**config.mk**
```make
export PLATFORM = sky130hd
export DESIGN_NAME = ptwa_slot
export DESIGN_NICKNAME = d
export VERILOG_FILES = /design/src/ptwa_pkg.sv /design/src/ptwa_slot.sv
export SDC_FILE = /design/constraint.sdc
export NUM_CORES = 1
export LEC_CHECK = 0
export ABC_AREA = 1
export BUFFER_PORTS_ARGS = -buffer_cell sky130_fd_sc_hd__buf_4
export CAP_MARGIN = 20
export CORE_ASPECT_RATIO = 0.8
export CORE_MARGIN = 2
export CORE_UTILIZATION = 44
export CTS_CLUSTER_SIZE = 8
export DETAILED_ROUTE_END_ITERATION = 6
export HOLD_SLACK_MARGIN = 0.08
export PLACE_DENSITY = 0.79
export RECOVER_POWER = 50
export SYNTH_ARGS = -nofsm -noshare
export SYNTH_HDL_FRONTEND = slang
export SYNTH_SLANG_ARGS = --single-unit
export TNS_END_PERCENT = 10
```
**constraint.sdc**
```tcl
create_clock -name clock -period 3.3 [get_ports clock]
set_input_delay 0.66 -clock clock [delete_from_list [all_inputs] [get_ports clock]]
set_output_delay 0.66 -clock clock [all_outputs]
set_load 0.005 [all_outputs]
```
**src/ptwa_pkg.sv**
```systemverilog
// ============================================================================
// ptwa_pkg: shared types and constants of the peer table with aging
// Field widths, operation and status codes, and the probe beat that walks the
// slot chain.
// ============================================================================
package ptwa_pkg;

   localparam int TABLE_SIZE_DEF = 16;

   // Field widths.
   localparam int OP_W     = 2;
   localparam int ID_W     = 32;
   localparam int NOW_W    = 40;
   localparam int IDX_W    = 4;
   localparam int TMO_W    = 32;
   localparam int STATUS_W = 2;
   localparam int CNT_W    = 5;

   // Stream payload widths, padded to whole bytes.
   localparam int REQ_DATA_W   = 80;
   localparam int RSP_FIELDS_W = STATUS_W + CNT_W + CNT_W + 1 + ID_W + NOW_W;
   localparam int RSP_DATA_W   = 88;
   localparam int RSP_PAD_W    = RSP_DATA_W - RSP_FIELDS_W;

   // Configuration port.
   localparam int CSR_IDX_W  = 2;
   localparam int CSR_DATA_W = 32;
   localparam logic [CSR_IDX_W-1:0] CSR_SELF_ID    = 2'd0;
   localparam logic [CSR_IDX_W-1:0] CSR_SELF_VALID = 2'd1;
   localparam logic [CSR_IDX_W-1:0] CSR_TIMEOUT    = 2'd2;
   localparam logic [TMO_W-1:0]     TIMEOUT_RESET  = 32'd30000;

   // Operation codes.
   localparam logic [OP_W-1:0] OP_ANNOUNCE = 2'd0;
   localparam logic [OP_W-1:0] OP_EXPIRE   = 2'd1;
   localparam logic [OP_W-1:0] OP_READ     = 2'd2;

   // Announce status codes.
   localparam logic [STATUS_W-1:0] STS_IGNORED   = 2'd0;
   localparam logic [STATUS_W-1:0] STS_REFRESHED = 2'd1;
   localparam logic [STATUS_W-1:0] STS_ADDED     = 2'd2;
   localparam logic [STATUS_W-1:0] STS_DROPPED   = 2'd3;

   // Probe that moves one slot down the chain per cycle.
   typedef struct packed {
      logic             valid;
      logic             age;     // 1: aging check, 0: id search
      logic             found;   // an earlier slot already matched the key
      logic [ID_W-1:0]  key;
      logic [NOW_W-1:0] now;
      logic [TMO_W-1:0] timeout;
   } probe_type;

   // Write strobes from the controller into one slot.
   typedef struct packed {
      logic id_en;
      logic seen_en;
      logic old_en;
   } wr_type;

endpackage

```
**src/ptwa_slot.sv**
```systemverilog
// ============================================================================
// ptwa_slot: one table slot of the peer chain
// Holds one peer id, its last-seen time and its expiry flag, and passes the
// probe on to the next slot after checking it against the local entry.
// ============================================================================
module ptwa_slot #(
   parameter int TABLE_SIZE = ptwa_pkg::TABLE_SIZE_DEF,
   parameter int SLOT_IDX   = 0
) (
   input  logic                                                 clock,
   input  logic                                                 reset,
   input  ptwa_pkg::probe_type                                  probe_i,
   input  logic [((TABLE_SIZE > 1) ? $clog2(TABLE_SIZE) : 1)-1:0] hit_idx_i,
   input  logic [$clog2(TABLE_SIZE + 1)-1:0]                    fill_i,
   output ptwa_pkg::probe_type                                  probe_o,
   output logic [((TABLE_SIZE > 1) ? $clog2(TABLE_SIZE) : 1)-1:0] hit_idx_o,
   input  ptwa_pkg::wr_type                                     wr_i,
   input  logic [ptwa_pkg::ID_W-1:0]                            wr_id_i,
   input  logic [ptwa_pkg::NOW_W-1:0]                           wr_seen_i,
   input  logic                                                 wr_old_i,
   output logic [ptwa_pkg::ID_W-1:0]                            id_o,
   output logic [ptwa_pkg::NOW_W-1:0]                           seen_o,
   output logic                                                 old_o
);

   localparam int IW = (TABLE_SIZE > 1) ? $clog2(TABLE_SIZE) : 1;
   localparam int FW = $clog2(TABLE_SIZE + 1);
   localparam int NW = ptwa_pkg::NOW_W;
   localparam int TW = ptwa_pkg::TMO_W;

   ptwa_pkg::probe_type        probe_ff, probe_in;
   logic [IW-1:0]              hit_idx_ff, hit_idx_in;
   logic [ptwa_pkg::ID_W-1:0]  id_ff;
   logic [NW-1:0]              seen_ff;
   logic                       old_ff, old_in;
   logic                       live, match;
   logic [NW:0]                age_diff;

   // The slot holds a table entry only while its position is below the count.
   assign live  = (FW'(SLOT_IDX) < fill_i);
   assign match = probe_i.valid && !probe_i.age && !probe_i.found && live &&
                  (id_ff == probe_i.key);

   // The top bit of the difference is set when time ran backwards.
   assign age_diff = {1'b0, probe_i.now} - {1'b0, seen_ff};

   always_comb begin
      probe_in   = probe_i;
      hit_idx_in = hit_idx_i;
      old_in     = old_ff;
      if (match) begin
         probe_in.found = 1'b1;
         hit_idx_in     = IW'(SLOT_IDX);
      end
      if (wr_i.old_en) begin
         old_in = wr_old_i;
      end else if (probe_i.valid && probe_i.age) begin
         old_in = !age_diff[NW] && (age_diff[NW-1:0] > {{(NW-TW){1'b0}}, probe_i.timeout});
      end
   end

   always_ff @(posedge clock) begin
      if (reset) begin
         probe_ff <= '0;
      end else begin
         probe_ff <= probe_in;
      end
      hit_idx_ff <= hit_idx_in;
      old_ff     <= old_in;
      if (wr_i.id_en) begin
         id_ff <= wr_id_i;
      end
      if (wr_i.seen_en) begin
         seen_ff <= wr_seen_i;
      end
   end

   assign probe_o   = probe_ff;
   assign hit_idx_o = hit_idx_ff;
   assign id_o      = id_ff;
   assign seen_o    = seen_ff;
   assign old_o     = old_ff;

endmodule

```
Yosys cells after proc, flatten, opt, wreduce, memory -nomap -nowiden
Cells that the tools add are included.
Widths: inputs -> output; s select.
{ "op_classes": {"reduce_logical": 10, "n_addsub": 1, "muxes": 3, "n_lt_le_gt_ge": 2, "eq_ne": 1} }
{ "op_table": {"columns": ["op", "n"], "rows": [
  ["$sub 40x40->41", 1],
  ["$gt 40x32->1", 1],
  ["$eq 32x32->1", 1],
  ["$logic_and 1x1->1", 6],
  ["$lt 1x5->1 const A", 1],
  ["$logic_not 1->1", 3],
  ["$mux 1", 3],
  ["$reduce_bool 2->1", 1]
]} }
{ "totals": {"word_cells": 27, "output_inout_bits": 184, "reg_bits": 184, "inputBits": 194} }

Logic depth before layout (Yosys ltp)
{ "depth": {"ltp_word": 6, "ltp_mapped": 26, "depth_no_buf": 26} }

Worst setup path before layout
OpenSTA, ideal clock, no wires.
{ "synth_path": {"path_type": "input -> register", "start": "in probe_i[37] in the netlist's numbering", "end": "reg old_ff (netlist: old_o), data pin", "t_required_ns": 3.047, "cell_stages": 21, "setup_time_ns": 0.253, "path_buffers": 0, "t_arrival_ns": 3.142, "path_slack_ns": -0.095, "path_cell_list": "ha_1 > nand2_1 > nor2_1 > nand2_1 > nand3_1 > a31oi_1 > o21ai_0 > a31oi_1 > xor2_1 > ha_1 > nand2_1 > inv_1 > nand3_1 > nor3_1 > nand4_1 > nand2_1 > nand3_1 > nor2_1 > nand2_1 > nand3_1 > nand2_1"} }
{ "synth_via": {"elab_chain_cells": 5, "word_cells_on_any_way": 6, "classes_between": "add/sub: 1; order compare: 1; mux: 2; reduce/logical: 2"} }
{ "synth_rtl": {"columns": ["item", "line", "rtl"], "rows": [
  ["from (decl)", "ptwa_slot.sv:12", "input ptwa_pkg::probe_type probe_i,"],
  ["$sub 40x40->41 (*)", "ptwa_slot.sv:45", "assign age_diff = {1'b0, probe_i.now} - {1'b0, seen_ff};"],
  ["$gt 40x32->1 or $logic_not 1->1 (tied branches)", "ptwa_slot.sv:58", "old_in = !age_diff[NW] && (age_diff[NW-1:0] > {{(NW-TW){1'b0}}, probe_i.timeout});"],
  ["$logic_and 1x1->1 (*)", "ptwa_slot.sv:58", null],
  ["$mux 1 (*)", "ptwa_slot.sv:57", "end else if (probe_i.valid && probe_i.age) begin"],
  ["$mux 1 (*)", "ptwa_slot.sv:55", "if (wr_i.old_en) begin"],
  ["named net old_in", "ptwa_slot.sv:35", "logic old_ff, old_in;"],
  ["to (signal assigned)", "ptwa_slot.sv:69", "old_ff <= old_in;"],
  ["to (decl)", "ptwa_slot.sv:35", null]
]} }
The timed path passes the listed nets; every way through them passes the cells marked *. The select of a mux whose other input is x is not followed.
A chain may end at the register's enable or synchronous reset.

Final worst setup path
{ "layout_path": {"start": "reg seen_ff[19] (netlist: seen_o[19])", "end": "reg old_ff (netlist: old_o), data pin"} }
{ "layout_via": {"elab_chain_cells": 5, "word_cells_on_any_way": 6, "classes_between": "add/sub: 1; order compare: 1; mux: 2; reduce/logical: 2"} }
{ "layout_rtl": {"columns": ["item", "line", "rtl"], "rows": [
  ["from (decl)", "ptwa_slot.sv:34", "logic [NW-1:0] seen_ff;"],
  ["from (signal assigned)", "ptwa_slot.sv:74", "seen_ff <= wr_seen_i;"],
  ["$sub 40x40->41 (*)", "ptwa_slot.sv:45", null],
  ["$gt 40x32->1 or $logic_not 1->1 (tied branches)", "ptwa_slot.sv:58", null],
  ["$logic_and 1x1->1 (*)", "ptwa_slot.sv:58", null],
  ["$mux 1 (*)", "ptwa_slot.sv:57", null],
  ["$mux 1 (*)", "ptwa_slot.sv:55", null],
  ["named net old_in", "ptwa_slot.sv:35", null]
]} }
Marked as above.

==> results list <==
- DR pass1 iterations: 7
- Per report_power, the clock group accounts for 32.3% of the total.
* Top cells by area, synth: sky130_fd_sc_hd__dfxtp_1 (24%), sky130_fd_sc_hd__edfxtp_1 (24%), sky130_fd_sc_hd__ha_1 (9.7%)
* Detailed-route via count: 9254
- Setup TNS: -0.003254 ns
* Peak supply drop: between 0.0003 and 0.0004 V
- For this design the top-level I/O count stands at 378.
- The path class of the tightest hold or removal check is input port to flop.
- After clock tree synthesis, the clock-pin slew on the worst setup and hold paths is ~0.080 ns.
- Final worst slack: -0.003254 ns
* Shortest period the worst path allows: 3.303 ns
* Post-Synthesis Net Count: 1393
* Maximum number of pins on one net before global-route repair: 108
- The tool flagged a number of max-cap violations equal to 3.
* Peak clock frequency supported by timing: 302.7 MHz
* Static leakage: 7.535 nW
- Starting utilization of the core area: 44.97%
* DRC violations left: 0
* Area of all placed cells without fillers: 14570 um^2
- Worst hold path depth: 1
- In this run the worst path has a maximum fanout of 4.
- Global-route wire length before repair: slightly below 50000 um
- The initial antenna violation count was 0.
* Synthesis warning total: 0
* Cells on worst reg2reg path: 19
- Slew Limit Headroom: -64.04%
- Final standard cell utilization of the core: 70.38%
- Dividing total power by cell area gives a power density of about 470 nW/um^2.
* Worst EP arrival: 3.50 ns
- Top_reg_cell synth: sky130_fd_sc_hd__dfxtp_1
- The die is 166.6 um wide.
- The run finished, with violations left.
* Critical setup path kind: flop to flop
- DRT Wirelength: ~32000 um
* Clock Skews: 0.01139 ns
- Internal Pwr Total: 4.735 mW
- Setup repair after global routing could not meet its margin everywhere.
* Most numerous cell in the Yosys netlist: sky130_fd_sc_hd__inv_1
- EDFF count, synth: 73
* Post-cts hold buffer count: 0
* Switching power share of the total: 31.34%
- Clk Latency, worst-skew pair: 0.44 ns
- STA puts the critical path data required time at about 3.5 ns.
* Cell count after synthesis: 1126
* Row count: 47
* CTS Buf Count: 17
- TritonCTS clock tree: built
- For this run, the slowest stage of the critical path takes between 0.3 and 0.4 ns.
* Number of cells in the design after placement: 1880
- Iteration-0 DRC count of the detailed router: 528
* Actual slew at the worst max-slew pin: around 2.5 ns
- The die is 134.1 um tall.
- Master of the slowest instance on the critical path: sky130_fd_sc_hd__edfxtp_1
- Share of the cycle needed by the critical path after routing: 100.1%
* Final number of max-transition violations: 121
- Fraction of the yosys area taken by sequential cells: 47.42%
- After synthesis the cells add up to 9309 um^2.
* Routed wirelength normalized by instance count: 16.42 um
- In the routed layout, each cell is associated on average with a via count of 4.800.
* Ratio of cells with drive above 1 in the final layout: 39.69%
- For this run, asynchronously set or reset flops after synthesis account for 0%.
* CTS Sinks: 184
* Crit end category: flop
* Most numerous cell types in the synthesized netlist: sky130_fd_sc_hd__inv_1 (221), sky130_fd_sc_hd__nand2_1 (200), sky130_fd_sc_hd__nor2_1 (177)
- In this run the remaining antenna-violating nets after routing total 0.
- CTS root buffer: sky130_fd_sc_hd__clkbuf_16
- The count of cells in the finished layout, fillers not included, comes to approximately 1900.
- For this design the total switching power over the nets is 2.162 mW.
* Kind of launch point of the worst setup path: flop
- The number of global-route vias before repair came to 9500.
* Final-layout worst hold slack: 0.4099 ns
- The synthesized design devotes to its leading area cell type 23.87% of total area.
- The number of hold violations in the final report is 0.
- Cell type with the highest aggregate area in the netlist: sky130_fd_sc_hd__dfxtp_1
- CP cell instances: inv_1 > ha_4 > a21oi_1 > o21ai_0 > a21oi_1 > nand3_4 > nand3_1 > nand2_1 > xor2_1 > ha_1 > nand3_4 > nor3_4 > nand4_1 > nand2_2 > nand3_1 > nor2_1 > nand2_1 > nand3_1 > nand2_1
* Yosys cell types: 38
* Count of buffers inserted at the top-level ports: 377
* H-Tree Level Count: 4
- Synthesis inferred 184 register bits.
- The final reports fail on capacitance limit, slew limit, setup timing.
- Once detailed placement completed, the half-perimeter wirelength came to 25590 um.
- Setup violations remaining at the end of the flow were counted as 1.
- After global routing the overflow that remains totals 0.
- Mean area per synthesized cell: 8.267 um^2
- Routability-driven placement finished with a final weighted congestion of 0.9544.
* Combinational cell fraction of total power: 30.2%
- From synthesis to final layout, the design area changed by 56.49%.
- In the global route stage, overall resource usage came out at 27.58%.
* Die Area: approximately 22000 um^2
- No sink is reached through more buffers than the 2 on the longest clock path.
- Pre-CTS worst setup slack: -0.4457 ns
- In this run the standard cell core region covers 20700 um^2.
- Net count reported at finish: 1912
* Sequential share of power: 37.5%
- The completed layout was analyzed and its total power is 6.897 mW.
- Placed inst area: 13390 um^2
## power by group through the flow
stage	logic, mW	registers (mW)	clock network [mW]
3_3_place_gp	1.84	2.63	0
4_1_cts	1.95	2.59	2.26
6_report	2.08	2.59	2.23
5_1_grt	2.28	2.60	2.35
3_5_place_dp	1.88	2.64	0
2_1_floorplan	0.875	2.64	0
## area by class of cell
cell class,instances,area (um^2)
clock inverters,15,226.5
fillers,1581,6132
flip-flops and latches,184,4414
multi-input cells,702,4473
well taps,269,336.6
clock buffers,17,425.4
diodes,1,2.502
inverters,228,855.8
repair buffers,512,3834
## worst max-delay path: cells and delay by family, from the launching register on
family,cells,cell delay (ns)
flip-flops,1,0.39
AO/OA/AOI/OAI,3,0.74
buffers and inverters,1,0.10
AND/OR/NAND/NOR,12,1.09
XOR/XNOR,1,0.18
adder cells (fa/ha/maj),2,0.56
## path summary, 6_finish.rpt
kind	start	end	slack [ns]
setup / recovery	seen_o[19]$_DFFE_PP_	old_o$_DFFE_PP_	-0.003
setup reg to reg	seen_o[19]$_DFFE_PP_	old_o$_DFFE_PP_	-0.003
hold / removal	wr_id_i[12]	id_o[12]$_DFFE_PP_	0.41
hold reg to reg	id_o[5]$_DFFE_PP_	hit_idx_o[0]$_SDFF_PP0_	0.87
## cells by family after synthesis
logic type,share of synthesized area [%]
fa+ha+maj,9.892
buf+inv,9.677
xor+xnor,5.645
flops,47.42
compound gates,5.954
simple gates,21.41
## flip-flops by register name (all words and copies together), names as in the netlist
name,flops
probe_o,107
seen_o,40
id_o,32
hit_idx_o,4
old_o,1
## timing repair
item                                    4_1_cts  5_1_grt
pin swaps                                    13       29
endpoints found under the setup margin        1        1
setup buffers                                 8        6
gates resized for setup                      21       68
## layout by cell type (no fill, tap or decap), drive strengths merged
master / netlist / final
and2: 1 / 1
clkinv: 1 / 7
ha: 72 / 72
a31oi: 11 / 11
or2: 3 / 3
nor4: 10 / 10
nand3: 33 / 33
o21a: 4 / 4
nor2: 189 / 189
xor2: 29 / 29
nand3b: 3 / 3
xnor2: 31 / 31
buf: 3 / 435
bufinv: 0 / 2
and3: 1 / 1
a21oi: 56 / 56
nor3: 10 / 10
edfxtp: 73 / 73
o211ai: 1 / 1
clkbuf: 9 / 94
nor3b: 1 / 1
diode: 0 / 1
fa: 1 / 1
nand2: 212 / 212
inv: 227 / 234
o21ai: 20 / 20
dfxtp: 111 / 111
o21bai: 6 / 6
nand4: 6 / 6
a21o: 2 / 2
## per-layer routing
metal  global-route usage, %  up-vias  part of all wire, %
met2                   48.69      369                   49
met5                       0        -                    0
met4                   8.142        0                  2.4
met1                   33.35     4268                   41
met3                   7.141       56                  7.1
li1                        -     4561                    -
Note: power is estimated with default switching activity, not from simulation.
